## config.mk

```make
export PLATFORM = sky130hd
export DESIGN_NAME = ltc_queue
export DESIGN_NICKNAME = d
export VERILOG_FILES = /design/src/design/ltc_pkg.sv /design/src/design/ltc_queue.sv
export SDC_FILE = /design/constraint.sdc
export NUM_CORES = 1
export LEC_CHECK = 0
export BUFFER_PORTS_ARGS = -buffer_cell sky130_fd_sc_hd__buf_2
export CAP_MARGIN = 20
export CORE_MARGIN = 2
export CORE_UTILIZATION = 49
export CTS_CLUSTER_DIAMETER = 60
export DETAILED_ROUTE_END_ITERATION = 8
export HOLD_SLACK_MARGIN = 0.03
export MAX_ROUTING_LAYER = met4
export PLACE_DENSITY = 0.79
export SYNTH_ARGS = -nofsm -noshare
export SYNTH_HDL_FRONTEND = slang
export SYNTH_SLANG_ARGS = --single-unit
```

## constraint.sdc

```tcl
create_clock -name i_clk -period 1.7 [get_ports i_clk]
set_input_delay 0.34 -clock i_clk [delete_from_list [all_inputs] [get_ports i_clk]]
set_output_delay 0.34 -clock i_clk [all_outputs]
set_load 0.1 [all_outputs]
```

## src/design/ltc_pkg.sv

```systemverilog
// ----------------------------------------------------------------------------
// ltc_pkg
// Shared types, constants and code functions of the 3x3 texture code block.
// ----------------------------------------------------------------------------
package ltc_pkg;

    localparam int MAX_WIDTH_DEF = 2048;
    localparam int MIN_DIM       = 4;
    localparam int QUEUE_DEPTH   = 4;
    localparam int PIXEL_W       = 8;
    localparam int ROW_W         = 16;
    localparam int FWIDTH_W      = 12;
    localparam int APB_ADDR_W    = 4;
    localparam int APB_DATA_W    = 32;

    localparam logic [1:0] REG_FRAME_WIDTH  = 2'd0;
    localparam logic [1:0] REG_FRAME_HEIGHT = 2'd1;
    localparam logic [1:0] REG_CODE_MODE    = 2'd2;

    localparam logic [3:0] NONUNIFORM_BIN = 4'd9;
    localparam logic [7:0] BIN_SCALE      = 8'd10;

    typedef struct packed {
        logic [7:0] pattern;
        logic       frame_done;
    } t_pat_entry;

    function automatic logic [7:0] uniform_code(input logic [7:0] pat);
        logic [3:0] ones;
        logic [3:0] trans;
        logic [3:0] bin;
        ones  = '0;
        trans = '0;
        for (int i = 0; i < 8; i++) begin
            ones  = ones + 4'(pat[i]);
            trans = trans + 4'(pat[i] ^ pat[(i + 1) % 8]);
        end
        bin = (trans > 4'd2) ? NONUNIFORM_BIN : ones;
        return 8'(8'(bin) * BIN_SCALE);
    endfunction

    function automatic logic [7:0] min_rotation(input logic [7:0] pat);
        logic [7:0] best;
        logic [7:0] rot;
        best = pat;
        for (int i = 1; i < 8; i++) begin
            rot = 8'((pat << i) | (pat >> (8 - i)));
            if (rot < best) begin
                best = rot;
            end
        end
        return best;
    endfunction

endpackage

```

## src/design/ltc_queue.sv

```systemverilog
// ----------------------------------------------------------------------------
// ltc_queue
// Short FIFO of neighbor patterns between intake and code stage.
// ----------------------------------------------------------------------------
module ltc_queue (
    input  logic                                      i_clk,
    input  logic                                      i_rst_n,
    input  logic                                      i_push,
    input  ltc_pkg::t_pat_entry                       i_entry,
    input  logic                                      i_pop,
    output logic                                      o_valid,
    output ltc_pkg::t_pat_entry                       o_entry,
    output logic [$clog2(ltc_pkg::QUEUE_DEPTH+1)-1:0] o_level
);

    localparam int QD = ltc_pkg::QUEUE_DEPTH;
    localparam int AW = $clog2(QD);
    localparam int LW = $clog2(QD + 1);

    ltc_pkg::t_pat_entry r_mem [QD];
    logic [AW-1:0]       r_wr_ptr, r_rd_ptr;
    logic [LW-1:0]       r_level;

    always_ff @(posedge i_clk) begin
        if (!i_rst_n) begin
            r_wr_ptr <= '0;
            r_rd_ptr <= '0;
            r_level  <= '0;
        end else begin
            if (i_push) begin
                r_wr_ptr <= (r_wr_ptr == AW'(QD - 1)) ? '0 : r_wr_ptr + AW'(1);
            end
            if (i_pop) begin
                r_rd_ptr <= (r_rd_ptr == AW'(QD - 1)) ? '0 : r_rd_ptr + AW'(1);
            end
            if (i_push && !i_pop) begin
                r_level <= r_level + LW'(1);
            end else if (!i_push && i_pop) begin
                r_level <= r_level - LW'(1);
            end
        end
    end

    always_ff @(posedge i_clk) begin
        if (i_push) begin
            r_mem[r_wr_ptr] <= i_entry;
        end
    end

    assign o_valid = (r_level != '0);
    assign o_entry = r_mem[r_rd_ptr];
    assign o_level = r_level;

endmodule

```

Word-level counts from Yosys, hierarchy flattened
Memory sizes are Yosys's and may differ from the RTL's. A register that Yosys moved wholly into a read port is not among the register bits.
Cells that the tools add are included.
{"block": "op_classes", "reduce_logical": 6, "n_addsub": 4, "n_mux": 8, "eq_ne": 2}
{"cell": "2-bit 2-to-1 mux", "n": 4}
{"cell": "3-bit 2-to-1 mux", "n": 2}
{"cell": "2-bit by 1-bit adder with 2-bit output (second input constant)", "n": 2}
{"cell": "2-bit == test (second input constant)", "n": 2}
{"cell": "3-bit by 1-bit adder with 3-bit output (second input constant)", "n": 1}
{"cell": "3-bit nonzero test", "n": 1}
{"cell": "3-bit by 1-bit subtractor with 3-bit output (second input constant)", "n": 1}
{"cell": "1-bit logical AND", "n": 2}
{"cell": "1-bit zero test", "n": 2}
{"cell": "1-bit 2-to-1 mux", "n": 2}
{"cell": "2-bit nonzero test", "n": 1}
{"block": "totals", "ramBits": 36, "in_bits": 13, "memories": 1, "elab_cells": 24, "output_inout_bits": 13, "register_bits": 7}
{"name": "r_mem", "depth": 4, "width": 9, "read_ports": 1, "rd_ports_with_merged_regs": 1, "write_ports": 1, "line_no": "ltc_queue.sv:20", "text": "ltc_pkg::t_pat_entry r_mem [QD];"}

Depth between registers and ports, before layout
{"block": "depth", "word_depth": 4, "ltp_mapped": 7, "depth_no_buf": 7}

Least setup slack after synthesis
Ideal clock, no wire load.
{"block": "synth_path", "path_kind": "register to output", "startpoint": "register r_level[0], in the netlist o_level[0]", "endpoint": "output o_valid", "path_stages_with_launch": 2, "setup_slack_ps": -456, "arrival_time_ps": 1816, "path_buffers": 0, "t_required_ps": 1360, "path_cell_list": "dfxtp_1 -> or3_1"}
{"block": "synth_via", "elab_chain_cells": 1}
{"item": "start: declaration", "line_no": "ltc_queue.sv:22", "text": "logic [LW-1:0] r_level;"}
{"item": "start signal: assignment", "line_no": "ltc_queue.sv:37", "text": "r_level <= r_level + LW'(1);"}
{"item": "start signal: assignment", "line_no": "ltc_queue.sv:39", "text": "r_level <= r_level - LW'(1);"}
{"item": "3-bit nonzero test", "line_no": "ltc_queue.sv:50", "text": "assign o_valid = (r_level != '0);"}
{"item": "end: declaration", "line_no": "ltc_queue.sv:11", "text": "output logic o_valid,"}
Every way passes these cells.

==> out/metrics.csv <==
stage;metric;value;unit
run_status;status;complete, but fails checks;
run_status;violations;negative setup slack;
placed_design;place_congestion;0.718;
floorplanning;die_y;63.8;um
floorplanning;rows;21;
power_and_ir_drop;vdd_drop_max;551;uV
sta;fin_crit;1.92;ns
routing;vias;871;
sta;drv_slew;0;
sta;rsz0062_at_grt;yes;
floorplanning;io_pins;26;
routing;drt_first_pass_iters;4;
sta;finalSetupViolCount;9;
sta;relSlewSlack;0.670;
worst_setup_path;endpoint_kind;primary output;
worst_setup_path;critical_path_class;flop to primary output;
sta;finalSetupTns;-1.68;ns
routing;viasPerCell;4.95;
global_routing;antenna_found_initial;0;
finish;nNetsFinal;149;
sta;fin_worst_skew;0.00848;ns
logic_synthesis;synth_nets;110;
sta;max_slew.worst_pin.slew;0.499;ns
worst_hold_path;worstHoldStart;i_entry[6];
logic_synthesis;ys.warnings.count;0;
placed_design;dpl.cell_count;166;
finish;diodes;0;
floorplanning;initial_utilization;0.517;
worst_setup_path;cp.arrival;1.58;ns
clock_tree;root_buffer;clkbuf_4;
worst_hold_path;hp-class;primary input to flop;
finish;drive_gt1_frac;0.423;
power_and_ir_drop;power.leakage;0.811;nW
routing;drc;0;
logic_synthesis;synthCells;90;
logic_synthesis;synth-seq-cells;45;
floorplanning;die_w;63.8;um
global_routing;gr-usage-all-layers;0.154;
worst_setup_path;r2r_start;o_level[0];
global_routing;grt_max_degree;15;
routing;wl_per_cell;14.7;um
clock_tree;cts_max_level;2;
clock_tree;clock_sinks;45;
sta;hold_viol;0;
worst_setup_path;worst-endpoint-required;1.36;ns
floorplanning;coreArea;3390;um^2
global_routing;gr-total-overflow;0;
finish;fillCellCount;235;
finish;area_delta_synth_final;24.1;%
floorplanning;die_area;4070;um^2
placed_design;io_buffers;25;
logic_synthesis;seq_area_frac_synth;0.720;
routing;drt_iter0_markers;43;
logic_synthesis;syn_avg_cell_area;19.5;um^2
routing;totalWireLength;2590;um
worst_setup_path;crit_fanout;5;
logic_synthesis;synth_area;1750;um^2
clock_tree;cts_tree;built;
clock_tree;clock_latency;0.34;ns
power_and_ir_drop;power_density;1210;nW/um^2
logic_synthesis;synth_cell_types;19;
global_routing;grt_pass1_wl;4420;um
global_routing;first_global_vias;988;
clock_tree;cts_buffers;5;
worst_setup_path;startpoint_type;flop;
routing;detail-route-antenna-nets;0;
finish;layoutNonFillerInstCount;176;
clock_tree;clk_pin_slew;0.12;ns
sta;fmax;520;MHz
sta;period_share;1.13;
sta;setup_ws;-0.222;ns
placed_design;place_hpwl;1830;um
clock_tree;cts_buffer_depth;2;
job;max_cap_violations;0;
placed_design;pre_cts_slack;-0.104;ns
clock_tree;cts_hold_buf;0;
[cell type report]
cell class	count	area (um^2)	area share
clock buffer	5	37.5	0.0173
clock inverter	3	41.3	0.0190
inverter	4	15.0	0.00691
multi-input combinational	39	464	0.214
sequential	45	1270	0.584
tap	46	57.6	0.0265
timing repair buffer	34	289	0.133
[worst paths after layout]
kind                            slack [ns]  cells past startpoint           to
worst min register to register        0.51                      2   o_level[2]
worst min-delay path                  0.21                      1  r_mem[2][6]
worst max-delay path                 -0.22                      3   o_entry[3]
worst max register to register        0.09                      5   o_level[2]
[sequential cells by signal (all words and copies together), names as in the netlist, named ones only]
register,flops
r_mem,36
o_level,3
r_rd_ptr,2
r_wr_ptr,2
[power breakdown]
group | switching [mW] | internal (mW)
Combinational | 0.501 | 0.234
Sequential | 0.0248 | 1.26
Clock | 0.310 | 0.305
[what timing repair did]
action,4_1_cts,5_1_grt
pin swaps,0,0
resized for setup,30,1
buffers inserted,2,0
setup endpoints to repair,10,10
[routing by layer]
| metal | routed length [um] | vias up | GRT usage |
|---|---|---|---|
| met2 | 1390 | 19 | 0.281 |
| met4 | 41 | 0 | 0.0734 |
| met3 | 96 | 5 | 0.0317 |
| li1 | - | 420 | - |
| met5 | 0 | - | - |
| met1 | 1060 | 427 | 0.156 |
[placed cells by master, fill, tap and decap left out, types with 3 or more instances in the layout]
cell | synthesis | routed
edfxtp_1 | 36 | 36
dfxtp_1 | 9 | 5
nor2b_1 | 5 | 5
inv_1 | 4 | 4
buf_6 | 1 | 9
dfxtp_2 | 0 | 3
ha_1 | 6 | 6
clkbuf_4 | 0 | 5
buf_12 | 0 | 3
and2_1 | 5 | 5
buf_4 | 0 | 7
mux4_2 | 9 | 9
mux2i_1 | 4 | 4
buf_2 | 0 | 15
[cells by family (layout without fill, tap and decap cells)]
group / count (synthesis) / after routing / share of synthesized area
buffers and inverters: 6 / 46 / 0.0179
XOR/XNOR: 2 / 2 / 0.0100
flip-flops: 45 / 45 / 0.720
adder cells (fa/ha/maj): 7 / 7 / 0.0543
AND/OR/NAND/NOR: 14 / 14 / 0.0479
multiplexers: 13 / 13 / 0.139
AO/OA/AOI/OAI: 3 / 3 / 0.0114
[Yosys cell counts]
cell type	instances	area share
a21boi_1	1	0.0043
and2_1	5	0.018
buf_6	1	0.0064
clkbuf_2	1	0.0029
dfxtp_1	9	0.10
edfxtp_1	36	0.62
fa_1	1	0.011
ha_1	6	0.043
inv_1	4	0.0086
mux2i_1	4	0.023
mux4_2	9	0.12
nor2_1	1	0.0021
nor2b_1	5	0.018
nor3_1	1	0.0029
o21a_1	1	0.0043
o21ai_0	1	0.0029
or3_1	2	0.0071
xnor2_1	1	0.0050
xor2_1	1	0.0050
[worst max-delay path, cell delays in order (launching register included)]
cell,delay (ns)
dfxtp_2,0.36
buf_6,0.13
mux4_2,0.55
buf_12,0.19
[stage by stage]
stage / hold WS (ns) / util / power [mW] / area [um^2]
global placement: 0.463 / 0.583 / 1.92 / 1980
detailed placement: 0.483 / 0.583 / 1.93 / 1980
global route: 0.186 / 0.641 / 2.73 / 2170
floorplan: 0.439 / - / 1.82 / 1760
CTS: 0.198 / 0.640 / 2.64 / 2170
finish: 0.210 / 0.641 / 2.63 / 2170
Note: power is estimated with default switching activity, not from simulation.
