==> config.mk <==
export PLATFORM = sky130hd
export DESIGN_NAME = ltc_back
export DESIGN_NICKNAME = d
export VERILOG_FILES = /design/src/design/ltc_pkg.sv /design/src/design/ltc_back.sv
export SDC_FILE = /design/constraint.sdc
export NUM_CORES = 1
export LEC_CHECK = 0
export BUFFER_PORTS_ARGS = -buffer_cell sky130_fd_sc_hd__buf_4
export CAP_MARGIN = 15
export CORE_UTILIZATION = 65
export CTS_CLUSTER_SIZE = 40
export DETAILED_ROUTE_END_ITERATION = 10
export PLACE_DENSITY = 0.92
export REMOVE_ABC_BUFFERS = 1
export SYNTH_ARGS = -nofsm -noshare
export SYNTH_HDL_FRONTEND = slang
export SYNTH_SLANG_ARGS = --single-unit
==> constraint.sdc <==
create_clock -name i_clk -period 38.5 [get_ports i_clk]
set_clock_uncertainty 0.1 [all_clocks]
set_input_delay 5.775 -clock i_clk [delete_from_list [all_inputs] [get_ports i_clk]]
set_output_delay 5.775 -clock i_clk [all_outputs]
set_load 0.02 [all_outputs]
==> src/design/ltc_pkg.sv <==
// ----------------------------------------------------------------------------
// ltc_pkg
// Shared types, constants and code functions of the 3x3 texture code block.
// ----------------------------------------------------------------------------
package ltc_pkg;

    localparam int MAX_WIDTH_DEF = 2048;
    localparam int MIN_DIM       = 4;
    localparam int QUEUE_DEPTH   = 4;
    localparam int PIXEL_W       = 8;
    localparam int ROW_W         = 16;
    localparam int FWIDTH_W      = 12;
    localparam int APB_ADDR_W    = 4;
    localparam int APB_DATA_W    = 32;

    localparam logic [1:0] REG_FRAME_WIDTH  = 2'd0;
    localparam logic [1:0] REG_FRAME_HEIGHT = 2'd1;
    localparam logic [1:0] REG_CODE_MODE    = 2'd2;

    localparam logic [3:0] NONUNIFORM_BIN = 4'd9;
    localparam logic [7:0] BIN_SCALE      = 8'd10;

    typedef struct packed {
        logic [7:0] pattern;
        logic       frame_done;
    } t_pat_entry;

    function automatic logic [7:0] uniform_code(input logic [7:0] pat);
        logic [3:0] ones;
        logic [3:0] trans;
        logic [3:0] bin;
        ones  = '0;
        trans = '0;
        for (int i = 0; i < 8; i++) begin
            ones  = ones + 4'(pat[i]);
            trans = trans + 4'(pat[i] ^ pat[(i + 1) % 8]);
        end
        bin = (trans > 4'd2) ? NONUNIFORM_BIN : ones;
        return 8'(8'(bin) * BIN_SCALE);
    endfunction

    function automatic logic [7:0] min_rotation(input logic [7:0] pat);
        logic [7:0] best;
        logic [7:0] rot;
        best = pat;
        for (int i = 1; i < 8; i++) begin
            rot = 8'((pat << i) | (pat >> (8 - i)));
            if (rot < best) begin
                best = rot;
            end
        end
        return best;
    endfunction

endpackage

==> src/design/ltc_back.sv <==
// ----------------------------------------------------------------------------
// ltc_back
// Code stage: turns a neighbor pattern into the selected texture code and
// holds it in the result register.
// ----------------------------------------------------------------------------
module ltc_back (
    input  logic                i_clk,
    input  logic                i_rst_n,
    input  logic                i_q_valid,
    input  ltc_pkg::t_pat_entry i_q_entry,
    output logic                o_q_pop,
    input  logic                i_code_mode,
    input  logic                i_pop,
    output logic                o_empty,
    output logic [7:0]          o_texture_code,
    output logic                o_frame_done
);

    logic       r_out_valid;
    logic [7:0] r_code;
    logic       r_done;
    logic [7:0] n_code;

    assign o_q_pop = i_q_valid && (!r_out_valid || i_pop);

    always_comb begin
        if (i_code_mode) begin
            n_code = ltc_pkg::min_rotation(i_q_entry.pattern);
        end else begin
            n_code = ltc_pkg::uniform_code(i_q_entry.pattern);
        end
    end

    always_ff @(posedge i_clk) begin
        if (!i_rst_n) begin
            r_out_valid <= 1'b0;
        end else if (o_q_pop) begin
            r_out_valid <= 1'b1;
        end else if (i_pop) begin
            r_out_valid <= 1'b0;
        end
    end

    always_ff @(posedge i_clk) begin
        if (o_q_pop) begin
            r_code <= n_code;
            r_done <= i_q_entry.frame_done;
        end
    end

    assign o_empty        = !r_out_valid;
    assign o_texture_code = r_code;
    assign o_frame_done   = r_done;

endmodule

==> After elaboration in Yosys (flattened, before gate mapping) <==
Cells that the tools add are included.
{ "op_classes": {"addsub": 14, "multipliers": 1, "magnitude_cmp": 8, "n_mux": 17, "bitwise_logic": 15, "reduce_logical": 4} }
{ "ops": {"columns": ["cell", "n"], "rows": [
  ["8-bit two-way mux", 14],
  ["8-bit < comparator", 7],
  ["4-bit by 1-bit adder with 4-bit output", 8],
  ["3-bit by 1-bit adder with 4-bit output", 2],
  ["8-bit by 1-bit OR with 8-bit output", 1],
  ["8-bit by 2-bit OR with 8-bit output", 1],
  ["8-bit by 3-bit OR with 8-bit output", 1],
  ["8-bit by 4-bit OR with 8-bit output", 1],
  ["8-bit by 5-bit OR with 8-bit output", 1],
  ["8-bit by 6-bit OR with 8-bit output", 1],
  ["8-bit by 7-bit OR with 8-bit output", 1],
  ["1-bit XOR", 8],
  ["4-bit by 3-bit multiplier with 7-bit output (second input constant)", 1],
  ["2-bit by 1-bit adder with 3-bit output", 2],
  ["1-bit by 1-bit adder with 2-bit output", 2],
  ["4-bit by 2-bit > comparator with 1-bit output (second input constant)", 1],
  ["4-bit two-way mux", 1],
  ["1-bit two-way mux", 2],
  ["2-bit nonzero test", 1],
  ["1-bit logical AND", 1],
  ["1-bit logical NOT", 1],
  ["1-bit logical OR", 1]
]} }
{ "totals": {"register_bits": 10, "in_bits": 14, "output_inout_bits": 11} }

==> Depth between registers and ports, before layout <==
{ "logic_depth": {"ltp_word": 22, "mapped_depth": 66} }

==> Least setup slack after synthesis <==
Ideal clock, no wire load.
{ "synth_path": {"path_kind": "input port to flip-flop", "from": "input port i_q_entry[7] (netlist name)", "to": "register r_code[5] (netlist: o_texture_code[5]) (data pin)", "setup_ns": 0.140, "arrival_time_ns": 17.267, "path_slack_ns": 20.993, "stages": 64, "path_cell_list": "buf_4 > clkinv_1 > ha_1 > nand4_1 > a21o_1 > nand2_1 > clkbuf_1 > a21oi_1 > ha_1 > and4_1 > nand2_1 > nor4b_1 > nand2_1 > a32o_1 > nand2_1 > clkbuf_1 > nor2_1 > a21oi_1 > [... 28 more ...] > a21oi_1 > ha_1 > a21o_1 > a21o_1 > a21oi_1 > nand2_1 > a31oi_4 > mux2_4 > ha_1 > a21o_1 > a21oi_1 > nor2_1 > nor2_1 > nand2_1 > nor3b_1 > a21o_4 > and2b_2 > a21boi_2"} }
{ "synth_via": {"elab_chain_len": 22, "word_cells_on_any_way": 38} }
{ "synth_lines": {"columns": ["item", "line_no", "rtl"], "rows": [
  ["start: declaration", "ltc_back.sv:10", "input ltc_pkg::t_pat_entry i_q_entry,"],
  ["8-bit by 1-bit OR with 8-bit output", "ltc_pkg.sv:47", "rot = 8'((pat << i) | (pat >> (8 - i)));"],
  ["8-bit < comparator", "ltc_pkg.sv:48", "if (rot < best) begin"],
  ["8-bit two-way mux", "ltc_pkg.sv:48", null],
  ["8-bit two-way mux", "ltc_back.sv:27", "if (i_code_mode) begin"],
  ["8-bit < comparator", "ltc_pkg.sv:48", null],
  ["8-bit two-way mux", "ltc_pkg.sv:48", null],
  ["8-bit two-way mux", "ltc_back.sv:27", null],
  ["8-bit < comparator", "ltc_pkg.sv:48", null],
  ["[... 7 more ...]", null, null],
  ["8-bit two-way mux", "ltc_back.sv:27", null],
  ["8-bit < comparator", "ltc_pkg.sv:48", null],
  ["8-bit two-way mux", "ltc_pkg.sv:48", null],
  ["8-bit two-way mux", "ltc_back.sv:27", null],
  ["8-bit < comparator", "ltc_pkg.sv:48", null],
  ["8-bit two-way mux", "ltc_pkg.sv:48", null],
  ["8-bit two-way mux (*)", "ltc_back.sv:27", null],
  ["named net n_code[5]", "ltc_back.sv:22", "logic [7:0] n_code;"],
  ["end signal: assignment", "ltc_back.sv:46", "r_code <= n_code;"],
  ["end: declaration", "ltc_back.sv:20", "logic [7:0] r_code;"]
]} }
The timed path passes the listed nets; every way through them passes the cells marked *. The select of a mux whose other input is x is not followed.
A chain may end at the register's enable or synchronous reset.

==> Worst setup path in the final report <==
Ends and elaborated chain as after synthesis.

==> reports/qor.yml <==
finish:
  finalNonFillerCells: 482
  final_cell_area_sq_um: 3480
  fin_util: 0.731
  areaGrowthSynthToFinish_pct: 6.89
  drive_above_1_share: 0.161
  fin_nets: 491
  antenna-diode-count: 0
floorplanning:
  die-area_sq_um: 5290
  fp.coreArea_sq_um: 4750
  initial_core_util: 0.684
  io_pins: 25
  num_rows: 25
  dieWidth_microns: 72.7
  dieHeight_microns: 72.7
clock_tree:
  cts_resized: 0
  htreeDepth: 1
  ctsLongestPathBuffers: 2
  cts_root_buf: "clkbuf_8"
  postCtsSetupBuffers: 0
  ctsHoldBuffers: 0
  numCtsBuffers: 3
  insertion_delay_ns: 0.24
  clk_pin_slew_ns: 0.05
  cts_tree: "yes"
  clock_sinks: 10
yosys:
  async_reset_ff_frac: 0
  synth_area_leader_cell: "ha_1"
  synth.area.top_cells: "ha_1 20%, edfxtp_1 8.3%, fa_1 4.9%"
  yosysSeqAreaShare: 0.0893
  synth-seq-cells: 10
  synthFlopType: "edfxtp_1"
  synthCells: 400
  yosysTopAreaCellShare: 0.204
  synth-edff-count: 9
  syn_area_sq_um: 3250
  yosys_warnings: 0
  yosysUniqueCellTypes: 78
  synth_area_per_cell_sq_um: 8.13
worst_setup_path:
  worst_ep_required_time_ns: 38.50
  rr_worst_depth: 3
  crit_fanout: 19
  worstPathArrival_ns: 19.62
  r2r-start: "r_out_valid$_SDFFE_PN0P_"
  critPathMaxStageDelay_ns: 0.80
  endpoint_kind: "flop"
  crit_type: "input pin to flop"
  r2r_slack_ns: 36.93
  crit_path_start_kind: "input pin"
  crit_path_frequent_cell: "nand2_1"
  r2r-end: "o_frame_done$_DFFE_PP_"
  slowest_stage: "o21bai_1"
min_path:
  min_from: "r_out_valid$_SDFFE_PN0P_"
  min_to: "r_out_valid$_SDFFE_PN0P_"
  hp-class: "flop to flop"
  whs_path_depth: 3
drt:
  totalWireLength_microns: 8850
  dr.pass1.iters: 6
  viasPerCell: 6.86
  ant_nets: 0
  wire_per_inst_microns: 18.4
  drtIter0Drc: 357
  drc_errors: 0
  vias: 3308
timing:
  period_minus_slack_ns: 19.62
  relSlewSlack: 0.334
  final.period_utilization: 0.510
  final-max-slew-violation-count: 0
  rsz0062_at_grt: "no"
  setup_viol_count_final: 0
  hold_violations: 0
  setup_slack_ns: 18.88
  max_freq_mhz: 51.0
  whs_ns: 0.572
  tightest_slew_ns: 0.998
  setup_tns_ns: 0
pwr:
  switching_share: 0.507
  pwr-share-comb: 0.840
  power_density_nw_per_um2: 57.0
  p_leak_nw: 1.60
  power.net_switching_uw: 100
  ir_worst_vdd_mv: 0.0297
  p_total_uw: 198
  p_int_uw: 97.5
  power_frac_seq: 0.092
  power.clock.fraction: 0.067
global_routing:
  grt-ovfl-total: 0
  antenna_found_initial: 0
  grt_max_degree: 25
  grtUsageTotal: 0.344
  first_global_vias: 3161
  grt_pass1_wl_microns: 14400
place:
  gp_congestion: 0.929
  placed_area_sq_um: 3420
  dpl.hpwl_microns: 6580
  post-place-ws_ns: 19.18
  dp_cells: 478
  port_buffers: 24
status:
  status: "completed"
flow_run:
  maxCapViolCount: 0
## registers in the layout, summed over array words and instances, names as in the netlist
register	flops
r_out_valid	1
o_texture_code	8
o_frame_done	1
## critical path, delay by kind of cell
| family | cells | cell delay [ns] |
|---|---|---|
| AO/OA/AOI/OAI | 22 | 5.73 |
| multiplexers | 3 | 1.04 |
| adder cells (fa/ha/maj) | 7 | 2.28 |
| buffers and inverters | 4 | 0.83 |
| AND/OR/NAND/NOR | 22 | 3.92 |
## cell usage in the layout (no fill, tap or decap), types with 6 or more instances in the layout
cell,n
a21o_1,11
a21oi_1,31
a31oi_1,9
buf_4,24
edfxtp_1,9
fa_1,8
ha_1,53
inv_1,31
mux2_4,7
mux2i_1,11
nand2_1,27
nand3_1,13
nand4_1,7
nor2_1,38
nor2b_1,6
nor3_1,8
o21ai_0,19
## routing by layer
layer  up-vias  GRT usage  routed length [microns]
met2       201      0.599                     4130
li1       1532          -                        -
met5         -          0                        0
met4         0      0.153                      263
met1      1529      0.424                     3610
met3        46     0.0456                      836
## area by class of cell
class / count / area (sq um)
Sequential cell: 10 / 290
Timing Repair Buffer: 24 / 180
Clock buffer: 4 / 55.1
Multi-Input combinational cell: 342 / 2740
Tap cell: 67 / 83.8
Fill cell: 353 / 1280
Inverter: 35 / 131
## power groups by stage
stage | clock network (mW) | logic, mW | registers, mW
finish | 0.0134 | 0.166 | 0.0183
global route | 0.0136 | 0.182 | 0.0185
CTS | 0.0133 | 0.163 | 0.0183
detailed placement | 0 | 0.160 | 0.0185
global placement | 0 | 0.152 | 0.0183
floorplan | 0 | 0.120 | 0.0229
## Yosys cell counts (all sizes together), types with 5 or more instances
cell type   n
inv        34
o211ai      5
mux2        7
o21ai      25
edfxtp      9
a31oi      10
mux2i      13
nand4       7
ha         53
a21o       12
buf        10
and2        5
fa          8
nand2      27
nand3      13
nor2b       6
nor3        9
a21oi      36
nor2       38
## worst max path at each step
stage	start	endpoint	slack, ns	depth (start not counted)
2_1_floorplan	i_q_entry[7]	o_texture_code[5]$_DFFE_PP_	21.25	60
3_3_place_gp	i_q_entry[7]	o_texture_code[5]$_DFFE_PP_	19.72	61
3_5_place_dp	i_q_entry[7]	o_texture_code[5]$_DFFE_PP_	19.18	58
4_1_cts	i_q_entry[7]	o_texture_code[5]$_DFFE_PP_	19.26	60
5_1_grt	i_q_entry[7]	o_texture_code[5]$_DFFE_PP_	18.02	60
6_report	i_q_entry[7]	o_texture_code[5]$_DFFE_PP_	18.88	58
## cell families after synthesis
kind of cell,Yosys count,share of synthesized area
xor gates and xnor gates,4,0.0108
and+or+nand+nor,123,0.189
adders and majority gates,65,0.265
buffers and inverters,48,0.0696
DFF,10,0.0893
AOI/OAI and AO/OA,130,0.301
muxes,20,0.0746
(Power assumes the default switching activity.)
